===== config.mk =====
export PLATFORM = sky130hd
export DESIGN_NAME = polyline_length_clipper_core_flat
export DESIGN_NICKNAME = d
export VERILOG_FILES = /design/src/rtl/plc_pkg.sv /design/src/rtl/plc_if.sv /design/src/rtl/plc_mul_serial.sv /design/src/rtl/plc_sqrt_serial.sv /design/src/rtl/plc_div_serial.sv /design/src/rtl/polyline_length_clipper_core.sv /design/src/flat_wrapper.sv
export SDC_FILE = /design/constraint.sdc
export NUM_CORES = 2
export LEC_CHECK = 0
export ABC_AREA = 1
export ABC_CLOCK_PERIOD_IN_PS = 10000
export BUFFER_PORTS_ARGS = -buffer_cell sky130_fd_sc_hd__buf_2
export CAP_MARGIN = 20
export CORE_UTILIZATION = 54
export CTS_CLUSTER_SIZE = 12
export DETAILED_ROUTE_END_ITERATION = 8
export PLACE_DENSITY = 0.71
export SLEW_MARGIN = 10
export SYNTH_ARGS = -nofsm -noshare
export SYNTH_HDL_FRONTEND = slang
export SYNTH_SLANG_ARGS = --single-unit

===== constraint.sdc =====
create_clock -name clock -period 10 [get_ports clock]
set_input_delay 2 -clock clock [delete_from_list [all_inputs] [get_ports clock]]
set_output_delay 2 -clock clock [all_outputs]
set_load 0.03 [all_outputs]

===== src/rtl/plc_pkg.sv =====
`default_nettype none

package plc_pkg;

   localparam int COORD_WIDTH_DEFAULT = 24;
   localparam int CLIP_WIDTH = 24;
   localparam int LEN_WIDTH = 27;

   localparam logic [CLIP_WIDTH-1:0] CLIP_RESET = 24'd16384;
   localparam logic [LEN_WIDTH-1:0] LEN_MAX = '1;

   localparam int CSR_ADDR_WIDTH = 3;
   localparam int CSR_DATA_WIDTH = 32;
   localparam int CSR_INDEX_BIT = 2;
   localparam logic REG_CLIP_LENGTH = 1'b0;

endpackage

`default_nettype wire


===== src/rtl/plc_if.sv =====
`default_nettype none

interface plc_req_if #(
   parameter int COORD_WIDTH = plc_pkg::COORD_WIDTH_DEFAULT
);
   logic                   valid;
   logic                   ready;
   logic [COORD_WIDTH-1:0] point_x;
   logic [COORD_WIDTH-1:0] point_y;
   logic                   first_vertex;
   logic                   last_vertex;

   modport source (output valid, point_x, point_y, first_vertex, last_vertex, input ready);
   modport sink (input valid, point_x, point_y, first_vertex, last_vertex, output ready);
endinterface

interface plc_rsp_if #(
   parameter int COORD_WIDTH = plc_pkg::COORD_WIDTH_DEFAULT
);
   logic                   valid;
   logic                   ready;
   logic [COORD_WIDTH-1:0] out_x;
   logic [COORD_WIDTH-1:0] out_y;
   logic                   end_of_run;

   modport source (output valid, out_x, out_y, end_of_run, input ready);
   modport sink (input valid, out_x, out_y, end_of_run, output ready);
endinterface

`default_nettype wire


===== src/rtl/plc_mul_serial.sv =====
`default_nettype none

module plc_mul_serial #(
   parameter int AW = 25,
   parameter int BW = 25
) (
   input  wire logic             clock,
   input  wire logic             reset,
   input  wire logic             start,
   input  wire logic [AW-1:0]    a,
   input  wire logic [BW-1:0]    b,
   output logic                  done,
   output logic [AW+BW-1:0]      product
);

   localparam int CNTW = (BW > 1) ? $clog2(BW) : 1;

   logic            busy_ff, busy_in;
   logic            done_ff, done_in;
   logic [CNTW-1:0] cnt_ff, cnt_in;
   logic [AW-1:0]   a_ff, a_in;
   logic [AW-1:0]   acc_ff, acc_in;
   logic [BW-1:0]   lo_ff, lo_in;
   logic [AW:0]     sum;

   assign sum = {1'b0, acc_ff} + (lo_ff[0] ? {1'b0, a_ff} : '0);

   always_comb begin
      busy_in = busy_ff;
      done_in = 1'b0;
      cnt_in  = cnt_ff;
      a_in    = a_ff;
      acc_in  = acc_ff;
      lo_in   = lo_ff;
      if (start) begin
         a_in    = a;
         acc_in  = '0;
         lo_in   = b;
         cnt_in  = '0;
         busy_in = 1'b1;
      end else if (busy_ff) begin
         acc_in = sum[AW:1];
         lo_in  = {sum[0], lo_ff[BW-1:1]};
         cnt_in = cnt_ff + 1'b1;
         if (cnt_ff == CNTW'(BW - 1)) begin
            busy_in = 1'b0;
            done_in = 1'b1;
         end
      end
   end

   always_ff @(posedge clock) begin
      if (reset) begin
         busy_ff <= 1'b0;
         done_ff <= 1'b0;
      end else begin
         busy_ff <= busy_in;
         done_ff <= done_in;
      end
   end

   always_ff @(posedge clock) begin
      cnt_ff <= cnt_in;
      a_ff   <= a_in;
      acc_ff <= acc_in;
      lo_ff  <= lo_in;
   end

   assign done    = done_ff;
   assign product = {acc_ff, lo_ff};

endmodule

`default_nettype wire


===== src/rtl/plc_sqrt_serial.sv =====
`default_nettype none

module plc_sqrt_serial #(
   parameter int RW = 25
) (
   input  wire logic            clock,
   input  wire logic            reset,
   input  wire logic            start,
   input  wire logic [2*RW-1:0] radicand,
   output logic                 done,
   output logic [RW-1:0]        root
);

   localparam int CNTW = (RW > 1) ? $clog2(RW) : 1;

   logic            busy_ff, busy_in;
   logic            round_ff, round_in;
   logic            done_ff, done_in;
   logic [CNTW-1:0] cnt_ff, cnt_in;
   logic [2*RW-1:0] rad_ff, rad_in;
   logic [RW+1:0]   rem_ff, rem_in;
   logic [RW-1:0]   root_ff, root_in;
   logic [RW+3:0]   shifted;
   logic [RW+3:0]   trial;
   logic [RW+3:0]   diff;
   logic            fits;

   assign shifted = {rem_ff, rad_ff[2*RW-1 -: 2]};
   assign trial   = {2'b00, root_ff, 2'b01};
   assign fits    = shifted >= trial;
   assign diff    = shifted - trial;

   always_comb begin
      busy_in  = busy_ff;
      round_in = 1'b0;
      done_in  = 1'b0;
      cnt_in   = cnt_ff;
      rad_in   = rad_ff;
      rem_in   = rem_ff;
      root_in  = root_ff;
      if (start) begin
         rad_in  = radicand;
         rem_in  = '0;
         root_in = '0;
         cnt_in  = '0;
         busy_in = 1'b1;
      end else if (busy_ff) begin
         rem_in  = fits ? (RW+2)'(diff) : (RW+2)'(shifted);
         root_in = {root_ff[RW-2:0], fits};
         rad_in  = rad_ff << 2;
         cnt_in  = cnt_ff + 1'b1;
         if (cnt_ff == CNTW'(RW - 1)) begin
            busy_in  = 1'b0;
            round_in = 1'b1;
         end
      end else if (round_ff) begin
         if (rem_ff > (RW+2)'(root_ff)) begin
            root_in = root_ff + 1'b1;
         end
         done_in = 1'b1;
      end
   end

   always_ff @(posedge clock) begin
      if (reset) begin
         busy_ff  <= 1'b0;
         round_ff <= 1'b0;
         done_ff  <= 1'b0;
      end else begin
         busy_ff  <= busy_in;
         round_ff <= round_in;
         done_ff  <= done_in;
      end
   end

   always_ff @(posedge clock) begin
      cnt_ff  <= cnt_in;
      rad_ff  <= rad_in;
      rem_ff  <= rem_in;
      root_ff <= root_in;
   end

   assign done = done_ff;
   assign root = root_ff;

endmodule

`default_nettype wire


===== src/rtl/plc_div_serial.sv =====
`default_nettype none

module plc_div_serial #(
   parameter int QW = 25,
   parameter int NW = 50
) (
   input  wire logic          clock,
   input  wire logic          reset,
   input  wire logic          start,
   input  wire logic [NW-1:0] numer,
   input  wire logic [QW-1:0] denom,
   output logic               done,
   output logic [QW-1:0]      quotient
);

   localparam int CNTW = (QW > 1) ? $clog2(QW) : 1;

   logic            busy_ff, busy_in;
   logic            done_ff, done_in;
   logic [CNTW-1:0] cnt_ff, cnt_in;
   logic [QW-1:0]   rem_ff, rem_in;
   logic [QW-1:0]   low_ff, low_in;
   logic [QW-1:0]   den_ff, den_in;
   logic [QW-1:0]   quo_ff, quo_in;
   logic [QW:0]     shifted;
   logic            fits;

   assign shifted = {rem_ff, low_ff[QW-1]};
   assign fits    = shifted >= {1'b0, den_ff};

   always_comb begin
      busy_in = busy_ff;
      done_in = 1'b0;
      cnt_in  = cnt_ff;
      rem_in  = rem_ff;
      low_in  = low_ff;
      den_in  = den_ff;
      quo_in  = quo_ff;
      if (start) begin
         rem_in  = QW'(numer >> QW);
         low_in  = numer[QW-1:0];
         den_in  = denom;
         quo_in  = '0;
         cnt_in  = '0;
         busy_in = 1'b1;
      end else if (busy_ff) begin
         rem_in = fits ? QW'(shifted - {1'b0, den_ff}) : QW'(shifted);
         low_in = low_ff << 1;
         quo_in = {quo_ff[QW-2:0], fits};
         cnt_in = cnt_ff + 1'b1;
         if (cnt_ff == CNTW'(QW - 1)) begin
            busy_in = 1'b0;
            done_in = 1'b1;
         end
      end
   end

   always_ff @(posedge clock) begin
      if (reset) begin
         busy_ff <= 1'b0;
         done_ff <= 1'b0;
      end else begin
         busy_ff <= busy_in;
         done_ff <= done_in;
      end
   end

   always_ff @(posedge clock) begin
      cnt_ff <= cnt_in;
      rem_ff <= rem_in;
      low_ff <= low_in;
      den_ff <= den_in;
      quo_ff <= quo_in;
   end

   assign done     = done_ff;
   assign quotient = quo_ff;

endmodule

`default_nettype wire


===== src/rtl/polyline_length_clipper_core.sv =====
// Polyline length clipper: takes vertices (signed Q12.12) one item at a time and passes the part
// of each polyline that lies within clip_length (register at byte address 0, reset 4.0) of its
// first vertex, emitting the point interpolated at exactly that length as the last item of the
// run and dropping further vertices until the next first vertex. One item is in work at a time.
// Every arithmetic step is bit serial. A first vertex goes from ST_DECIDE straight to ST_EMIT;
// a passed vertex runs the serial squaring, then the serial square root; the clipping vertex
// adds the serial scale multiply and the serial division, unless its segment has zero length,
// in which case the previous point is emitted. A dropped vertex returns from ST_DECIDE to
// ST_IDLE. A finished item waits in the output register, so the next vertex is accepted while
// it is still pending.
`default_nettype none

module polyline_length_clipper_core #(
   parameter int COORD_WIDTH = plc_pkg::COORD_WIDTH_DEFAULT
) (
   input  wire logic                                 clock,
   input  wire logic                                 reset,
   plc_req_if.sink                                   req_port,
   plc_rsp_if.source                                 rsp_port,
   input  wire logic                                 csr_psel,
   input  wire logic                                 csr_penable,
   input  wire logic                                 csr_pwrite,
   input  wire logic [plc_pkg::CSR_ADDR_WIDTH-1:0]   csr_paddr,
   input  wire logic [plc_pkg::CSR_DATA_WIDTH-1:0]   csr_pwdata,
   output logic [plc_pkg::CSR_DATA_WIDTH-1:0]        csr_prdata,
   output logic                                      csr_pready
);

   localparam int CW   = COORD_WIDTH;
   localparam int MW   = CW + 1;
   localparam int SQW  = 2 * MW;
   localparam int CLW  = plc_pkg::CLIP_WIDTH;
   localparam int LW   = plc_pkg::LEN_WIDTH;
   localparam int MAXW = (MW > CLW) ? MW : CLW;
   localparam int PW   = MW + MAXW;
   localparam int NW   = MW + CLW + 1;
   localparam int TW   = ((LW > MW) ? LW : MW) + 1;

   typedef enum logic [7:0] {
      ST_IDLE   = 8'b0000_0001,
      ST_DECIDE = 8'b0000_0010,
      ST_SQUARE = 8'b0000_0100,
      ST_ROOT   = 8'b0000_1000,
      ST_CHECK  = 8'b0001_0000,
      ST_SCALE  = 8'b0010_0000,
      ST_DIVIDE = 8'b0100_0000,
      ST_EMIT   = 8'b1000_0000
   } state_type;

   state_type      state_ff, state_in;
   logic [CW-1:0]  x_ff, x_in, y_ff, y_in;
   logic           first_ff, first_in, last_ff, last_in;
   logic [MW-1:0]  dmx_ff, dmx_in, dmy_ff, dmy_in;
   logic           dnx_ff, dnx_in, dny_ff, dny_in;
   logic [CW-1:0]  prev_x_ff, prev_x_in, prev_y_ff, prev_y_in;
   logic [LW-1:0]  len_ff, len_in;
   logic           done_ff, done_in;
   logic [CLW-1:0] clip_ff, clip_in;
   logic [MW-1:0]  seg_ff, seg_in;
   logic [CW-1:0]  res_x_ff, res_x_in, res_y_ff, res_y_in;
   logic           res_end_ff, res_end_in;
   logic           out_valid_ff, out_valid_in;
   logic [CW-1:0]  out_x_ff, out_x_in, out_y_ff, out_y_in;
   logic           out_end_ff, out_end_in;

   logic signed [CW:0] dx, dy;
   logic               csr_write;
   logic               mul_start, sqrt_start, div_start;
   logic [MAXW-1:0]    mul_bx, mul_by;
   logic [PW-1:0]      prod_x, prod_y;
   logic               mul_x_done, mul_y_done;
   logic [SQW-1:0]     radicand;
   logic               sqrt_done;
   logic [MW-1:0]      sqrt_root;
   logic [NW-1:0]      numer_x, numer_y;
   logic [MW-1:0]      quo_x, quo_y;
   logic               div_x_done, div_y_done;
   logic [TW-1:0]      total;
   logic [CLW-1:0]     remain;
   logic [LW-1:0]      len_sat;
   logic [CW-1:0]      ix, iy;

   function automatic logic [CW-1:0] interp(input logic [CW-1:0] p, input logic neg,
                                            input logic [MW-1:0] q);
      logic signed [CW+1:0] ps;
      logic signed [CW+1:0] qs;
      logic signed [CW+1:0] r;
      ps = (CW+2)'($signed(p));
      qs = $signed({1'b0, q});
      r  = neg ? ps - qs : ps + qs;
      return r[CW-1:0];
   endfunction

   assign dx = $signed({req_port.point_x[CW-1], req_port.point_x})
             - $signed({prev_x_ff[CW-1], prev_x_ff});
   assign dy = $signed({req_port.point_y[CW-1], req_port.point_y})
             - $signed({prev_y_ff[CW-1], prev_y_ff});

   assign csr_write = csr_psel && csr_penable && csr_pwrite && csr_pready;
   assign csr_pready = 1'b1;
   assign csr_prdata = (csr_paddr[plc_pkg::CSR_INDEX_BIT] == plc_pkg::REG_CLIP_LENGTH)
                     ? plc_pkg::CSR_DATA_WIDTH'(clip_ff) : '0;

   assign total   = TW'(len_ff) + TW'(seg_ff);
   assign remain  = (len_ff < LW'(clip_ff)) ? CLW'(LW'(clip_ff) - len_ff) : '0;
   assign len_sat = (total > TW'(plc_pkg::LEN_MAX)) ? plc_pkg::LEN_MAX : LW'(total);

   assign mul_bx   = (state_ff == ST_CHECK) ? MAXW'(remain) : MAXW'(dmx_ff);
   assign mul_by   = (state_ff == ST_CHECK) ? MAXW'(remain) : MAXW'(dmy_ff);
   assign radicand = SQW'(prod_x) + SQW'(prod_y);
   assign numer_x  = NW'(prod_x) + NW'(seg_ff >> 1);
   assign numer_y  = NW'(prod_y) + NW'(seg_ff >> 1);
   assign ix       = interp(prev_x_ff, dnx_ff, quo_x);
   assign iy       = interp(prev_y_ff, dny_ff, quo_y);

   plc_mul_serial #(.AW(MW), .BW(MAXW)) u_mul_x (
      .clock(clock), .reset(reset), .start(mul_start), .a(dmx_ff), .b(mul_bx),
      .done(mul_x_done), .product(prod_x)
   );

   plc_mul_serial #(.AW(MW), .BW(MAXW)) u_mul_y (
      .clock(clock), .reset(reset), .start(mul_start), .a(dmy_ff), .b(mul_by),
      .done(mul_y_done), .product(prod_y)
   );

   plc_sqrt_serial #(.RW(MW)) u_sqrt (
      .clock(clock), .reset(reset), .start(sqrt_start), .radicand(radicand),
      .done(sqrt_done), .root(sqrt_root)
   );

   plc_div_serial #(.QW(MW), .NW(NW)) u_div_x (
      .clock(clock), .reset(reset), .start(div_start), .numer(numer_x), .denom(seg_ff),
      .done(div_x_done), .quotient(quo_x)
   );

   plc_div_serial #(.QW(MW), .NW(NW)) u_div_y (
      .clock(clock), .reset(reset), .start(div_start), .numer(numer_y), .denom(seg_ff),
      .done(div_y_done), .quotient(quo_y)
   );

   always_comb begin
      state_in     = state_ff;
      x_in         = x_ff;
      y_in         = y_ff;
      first_in     = first_ff;
      last_in      = last_ff;
      dmx_in       = dmx_ff;
      dmy_in       = dmy_ff;
      dnx_in       = dnx_ff;
      dny_in       = dny_ff;
      prev_x_in    = prev_x_ff;
      prev_y_in    = prev_y_ff;
      len_in       = len_ff;
      done_in      = done_ff;
      clip_in      = clip_ff;
      seg_in       = seg_ff;
      res_x_in     = res_x_ff;
      res_y_in     = res_y_ff;
      res_end_in   = res_end_ff;
      out_valid_in = out_valid_ff;
      out_x_in     = out_x_ff;
      out_y_in     = out_y_ff;
      out_end_in   = out_end_ff;
      mul_start    = 1'b0;
      sqrt_start   = 1'b0;
      div_start    = 1'b0;

      if (csr_write && csr_paddr[plc_pkg::CSR_INDEX_BIT] == plc_pkg::REG_CLIP_LENGTH) begin
         clip_in = csr_pwdata[CLW-1:0];
      end
      if (out_valid_ff && rsp_port.ready) begin
         out_valid_in = 1'b0;
      end

      unique case (state_ff)
         ST_IDLE: begin
            if (req_port.valid) begin
               x_in     = req_port.point_x;
               y_in     = req_port.point_y;
               first_in = req_port.first_vertex;
               last_in  = req_port.last_vertex;
               dnx_in   = dx[CW];
               dny_in   = dy[CW];
               dmx_in   = dx[CW] ? MW'(-dx) : MW'(dx);
               dmy_in   = dy[CW] ? MW'(-dy) : MW'(dy);
               state_in = ST_DECIDE;
            end
         end
         ST_DECIDE: begin
            priority if (first_ff) begin
               prev_x_in  = x_ff;
               prev_y_in  = y_ff;
               len_in     = '0;
               done_in    = last_ff || (clip_ff == '0);
               res_x_in   = x_ff;
               res_y_in   = y_ff;
               res_end_in = last_ff || (clip_ff == '0);
               state_in   = ST_EMIT;
            end else if (done_ff) begin
               state_in = ST_IDLE;
            end else begin
               mul_start = 1'b1;
               state_in  = ST_SQUARE;
            end
         end
         ST_SQUARE: begin
            if (mul_x_done) begin
               sqrt_start = 1'b1;
               state_in   = ST_ROOT;
            end
         end
         ST_ROOT: begin
            if (sqrt_done) begin
               seg_in   = sqrt_root;
               state_in = ST_CHECK;
            end
         end
         ST_CHECK: begin
            if (total < TW'(clip_ff)) begin
               len_in     = LW'(total);
               prev_x_in  = x_ff;
               prev_y_in  = y_ff;
               done_in    = last_ff;
               res_x_in   = x_ff;
               res_y_in   = y_ff;
               res_end_in = last_ff;
               state_in   = ST_EMIT;
            end else begin
               len_in     = len_sat;
               done_in    = 1'b1;
               res_end_in = 1'b1;
               if (seg_ff == '0) begin
                  res_x_in = prev_x_ff;
                  res_y_in = prev_y_ff;
                  state_in = ST_EMIT;
               end else begin
                  mul_start = 1'b1;
                  state_in  = ST_SCALE;
               end
            end
         end
         ST_SCALE: begin
            if (mul_x_done) begin
               div_start = 1'b1;
               state_in  = ST_DIVIDE;
            end
         end
         ST_DIVIDE: begin
            if (div_x_done) begin
               res_x_in  = ix;
               res_y_in  = iy;
               prev_x_in = ix;
               prev_y_in = iy;
               state_in  = ST_EMIT;
            end
         end
         ST_EMIT: begin
            if (!out_valid_ff || rsp_port.ready) begin
               out_valid_in = 1'b1;
               out_x_in     = res_x_ff;
               out_y_in     = res_y_ff;
               out_end_in   = res_end_ff;
               state_in     = ST_IDLE;
            end
         end
         default: begin
            state_in = ST_IDLE;
         end
      endcase
   end

   always_ff @(posedge clock) begin
      if (reset) begin
         state_ff     <= ST_IDLE;
         clip_ff      <= plc_pkg::CLIP_RESET;
         prev_x_ff    <= '0;
         prev_y_ff    <= '0;
         len_ff       <= '0;
         done_ff      <= 1'b1;
         out_valid_ff <= 1'b0;
      end else begin
         state_ff     <= state_in;
         clip_ff      <= clip_in;
         prev_x_ff    <= prev_x_in;
         prev_y_ff    <= prev_y_in;
         len_ff       <= len_in;
         done_ff      <= done_in;
         out_valid_ff <= out_valid_in;
      end
   end

   always_ff @(posedge clock) begin
      x_ff       <= x_in;
      y_ff       <= y_in;
      first_ff   <= first_in;
      last_ff    <= last_in;
      dmx_ff     <= dmx_in;
      dmy_ff     <= dmy_in;
      dnx_ff     <= dnx_in;
      dny_ff     <= dny_in;
      seg_ff     <= seg_in;
      res_x_ff   <= res_x_in;
      res_y_ff   <= res_y_in;
      res_end_ff <= res_end_in;
      out_x_ff   <= out_x_in;
      out_y_ff   <= out_y_in;
      out_end_ff <= out_end_in;
   end

   assign req_port.ready      = (state_ff == ST_IDLE);
   assign rsp_port.valid      = out_valid_ff;
   assign rsp_port.out_x      = out_x_ff;
   assign rsp_port.out_y      = out_y_ff;
   assign rsp_port.end_of_run = out_end_ff;

   a_one_item_in_work: assert property (@(posedge clock) disable iff (reset)
      (req_port.valid && req_port.ready) |=> !req_port.ready)
      else $error("item accepted while another is in work");

   a_mul_lanes_agree: assert property (@(posedge clock) disable iff (reset)
      mul_x_done == mul_y_done)
      else $error("multiplier lanes out of step");

   a_div_lanes_agree: assert property (@(posedge clock) disable iff (reset)
      div_x_done == div_y_done)
      else $error("divider lanes out of step");

   a_scale_nonzero_seg: assert property (@(posedge clock) disable iff (reset)
      (state_ff == ST_SCALE || state_ff == ST_DIVIDE) |-> (seg_ff != '0))
      else $error("interpolation started on a zero-length segment");

endmodule

`default_nettype wire

===== src/flat_wrapper.sv =====
// flat-port wrapper written by rule: the top's interface ports become plain ports
module polyline_length_clipper_core_flat 
#(
   parameter int COORD_WIDTH = plc_pkg::COORD_WIDTH_DEFAULT
)
  (clock, reset, csr_psel, csr_penable, csr_pwrite, csr_paddr, csr_pwdata, csr_prdata, csr_pready, req_port_valid, req_port_point_x, req_port_point_y, req_port_first_vertex, req_port_last_vertex, req_port_ready, rsp_port_valid, rsp_port_out_x, rsp_port_out_y, rsp_port_end_of_run, rsp_port_ready);
  plc_req_if #(.COORD_WIDTH(COORD_WIDTH)) req_port_i ();
  plc_rsp_if #(.COORD_WIDTH(COORD_WIDTH)) rsp_port_i ();
  input  wire logic clock;
  input  wire logic reset;
  input  wire logic csr_psel;
  input  wire logic csr_penable;
  input  wire logic csr_pwrite;
  input  wire logic [plc_pkg::CSR_ADDR_WIDTH-1:0] csr_paddr;
  input  wire logic [plc_pkg::CSR_DATA_WIDTH-1:0] csr_pwdata;
  output logic [plc_pkg::CSR_DATA_WIDTH-1:0] csr_prdata;
  output logic csr_pready;
  input wire logic [$bits(req_port_i.valid)-1:0] req_port_valid;
  input wire logic [$bits(req_port_i.point_x)-1:0] req_port_point_x;
  input wire logic [$bits(req_port_i.point_y)-1:0] req_port_point_y;
  input wire logic [$bits(req_port_i.first_vertex)-1:0] req_port_first_vertex;
  input wire logic [$bits(req_port_i.last_vertex)-1:0] req_port_last_vertex;
  output wire logic [$bits(req_port_i.ready)-1:0] req_port_ready;
  output wire logic [$bits(rsp_port_i.valid)-1:0] rsp_port_valid;
  output wire logic [$bits(rsp_port_i.out_x)-1:0] rsp_port_out_x;
  output wire logic [$bits(rsp_port_i.out_y)-1:0] rsp_port_out_y;
  output wire logic [$bits(rsp_port_i.end_of_run)-1:0] rsp_port_end_of_run;
  input wire logic [$bits(rsp_port_i.ready)-1:0] rsp_port_ready;
  assign req_port_i.valid = req_port_valid;
  assign req_port_i.point_x = req_port_point_x;
  assign req_port_i.point_y = req_port_point_y;
  assign req_port_i.first_vertex = req_port_first_vertex;
  assign req_port_i.last_vertex = req_port_last_vertex;
  assign req_port_ready = req_port_i.ready;
  assign rsp_port_valid = rsp_port_i.valid;
  assign rsp_port_out_x = rsp_port_i.out_x;
  assign rsp_port_out_y = rsp_port_i.out_y;
  assign rsp_port_end_of_run = rsp_port_i.end_of_run;
  assign rsp_port_i.ready = rsp_port_ready;
  polyline_length_clipper_core #(.COORD_WIDTH(COORD_WIDTH)) u_core (.clock(clock), .reset(reset), .req_port(req_port_i), .rsp_port(rsp_port_i), .csr_psel(csr_psel), .csr_penable(csr_penable), .csr_pwrite(csr_pwrite), .csr_paddr(csr_paddr), .csr_pwdata(csr_pwdata), .csr_prdata(csr_prdata), .csr_pready(csr_pready));
endmodule

==> metrics.txt <==
outcome=finished, final reports clean; core area=around 100000 sq um; most common cell after layout, fill and taps aside=nand2_1; Final Hold Fails=0; drt wl/cell=slightly above 20 um; pin count of the biggest net entering global routing=~110; pwr/cell area=~160 nW/um^2; max-slew violation count=0; vias per inst=5.77; GRT Total Usage=around a third; Clk pin slew, worst setup/hold paths=around 0.060 ns; Layout Cells excl Fill=just over 9000; Cells after Synth=7738; Worst-Skew Late Latency=approximately 0.69 ns; Resize count post-CTS=0; Die X=roughly 330 um; syn avg cell area=7.35 sq um; Setup Crit Path Kind=register to register; setup TNS=0 ns; Layout area overhead=8.76%; Std-Cell Rows=118; H-tree depth=3; CP max stage delay=a little under 0.8 ns; P_int=around 6600 uW; clock group share of total power=34.4%; die area=approximately 110000 sq um; relative slew slack=approximately 22%; Synth async-reset ratio=0%; type of origin of the critical path=register; post-synthesis sequential area ratio=36.7%; Min Clock Period, post-route=slightly above 7 ns; vias in the first global route=between 40000 and 50000; DRC viols=0; layout cells sized above 1=around 5.3%; Starting DRT DRC Count=approximately 5600; port buffer count=~160; synthesis-stage register bit count=between 700 and 800; type of the worst min-delay path=register to register; Net Sw Frac=roughly 34%; Filler Cell Count=around 9800; Peak VDD IR=between 0.0002 and 0.00025 V; worst path cell trace=ha_1 -> fa_1 -> nand3_1 -> nand3_1 -> nand2_1 -> nand2_1 -> a21oi_1 -> o21ai_0 -> a21oi_1 -> xor2_1 -> inv_1 -> ha_1 -> a21o_1 -> a221oi_1 -> inv_1 -> nor2_2 -> nand4_4 -> nand3_2 -> nand2_8 -> inv_2 -> buf_4 -> nand2_1; Vias=about 54000; worst-margin pin slew=~1.2 ns; Post-Syn Area=approximately 57000 sq um; hold_buf cts=0; Arrival @ worst endpoint=7.34 ns; total grt overflow=0; Initial Util=between 50 and 60%; CTS tree=built; setup bufs post-CTS=0; yosys warns=0; crit path max fanout=between 80 and 90; Worst setup EP type=register; CP max-delay cell=nand2_1; fmax=around 140 MHz; combinational share of power=23.6%; CTS root buffer=clkbuf_16; Synth cell types=66; GP Congestion=1.04; DP HPWL=146000 um; Leak=between 0.02 and 0.03 uW; Required @ worst endpoint=10.17 ns; final WL=188000 um; placed cells=just over 9000; Die Y-Extent=about 330 um; clk buf depth=3; IO Pins=roughly 180; RSZ-0062 raised after global routing=false; Num Clock Sinks=approximately 790; final period utilization=71.7%; Hold Crit Depth=0; initial antenna violation count=1; TritonCTS Buffers=a little over 90; Psw=around 3400 uW; fin nets=~8400; largest registers=u_core.u_sqrt.rad_ff (50), u_core.len_ff (27), u_core.u_sqrt.rem_ff (27); Layout Skew=roughly 0.034 ns; TritonRoute pass-1 iters=6; maxcap violations=0; Worst R2R Path Depth=22; max reg flops=50; Final setup viols=0; number of enable flip-flop cells after synthesis=500; area of the multi-input gates=about 32000 sq um; Top FF cell, synth=edfxtp_1; commonest cells after routing, fill and taps aside=nand2_1, inv_1, a21oi_1; DRT antenna net count=0; Largest Register=u_core.u_sqrt.rad_ff; Reg area=~21000 sq um; part of the power in registers=a little over two fifths; global-route wire length before repair=282000 um; cell repeated most along the worst path=nand2_1
[final cells by class]
class                   instances  area share [%]
multi-input cells            5780            50.9
flip-flops and latches        793            33.7
diodes                          1         0.00404
repair buffers                191            1.69
well taps                    1380            2.79
clock buffers                 130            4.29
inverters                     966            5.86
clock inverters                44           0.675
[Yosys cell counts, drive strengths merged, types with 120 or more instances]
cell type / count / area share (%)
clkbuf: 120 / 0.79
ha: 429 / 9.4
nand3: 417 / 3.7
dfxtp: 293 / 10
edfxtp: 500 / 26
nor3: 120 / 1.1
a21oi: 741 / 6.5
nand2: 1964 / 13
inv: 963 / 6.4
nor2: 628 / 4.2
xor2: 194 / 3.0
o21ai: 597 / 5.3
[kinds of logic (layout without fill, tap and decap cells)]
group           count (synthesis)  after routing  synth area share, %
xor+xnor                      310            310                 4.77
fa+ha+maj                     442            442                 9.89
other cells                     2             10               0.0132
buf+inv                      1172           1331                 8.07
flops                         793            793                 36.7
compound gates               1681           1681                 16.1
simple gates                 3338           3338                 24.4
[through the flow]
stage	area [sq um]	util (%)	setup slack (ns)	hold WS, ns	power (uW)
after global routing	61900	59.5	2.36	0.418	10500
after detailed placement	58800	56.6	2.97	0.405	6600
after floorplan	56900	-	3.19	0.400	5830
final	61900	59.5	2.83	0.412	10100
after CTS	61900	59.5	2.94	0.414	10000
after global placement	58800	56.6	2.97	0.403	6560
[critical path, delay by kind of cell, from the launching register on]
family	cells	cell delay (ns)
AND/OR/NAND/NOR	9	2.60
buffers and inverters	4	0.80
adder cells (fa/ha/maj)	3	0.97
AO/OA/AOI/OAI	5	1.56
flip-flops	1	0.42
XOR/XNOR	1	0.19
[final timing paths]
kind                 startpoint                       end  slack (ns)
max            u_core.seg_ff[0]   u_core.u_mul_y.lo_ff[6]        2.83
min          u_core.res_x_ff[7]  u_core.rsp_port.out_x[7]        0.41
max reg2reg    u_core.seg_ff[0]   u_core.u_mul_y.lo_ff[6]        2.83
min reg2reg  u_core.res_x_ff[7]  u_core.rsp_port.out_x[7]        0.41
[layer usage]
layer / vias up / routed length (um) / track usage, %
met2: 2137 / 81600 / 52.6
met1: 24900 / 84600 / 49.0
met4: 0 / 7420 / 13.4
met5: - / 0 / 0
met3: 337 / 14300 / 3.85
li1: 26200 / - / -
[power by group through the flow]
| stage | sequential [uW] | clock, uW | combinational (uW) |
|---|---|---|---|
| floorplan | 4080 | 0 | 1740 |
| global placement | 4260 | 0 | 2300 |
| detailed placement | 4270 | 0 | 2330 |
| CTS | 4200 | 3480 | 2340 |
| global route | 4230 | 3610 | 2650 |
| finish | 4220 | 3460 | 2380 |
Power figures use the tool's default switching activity.
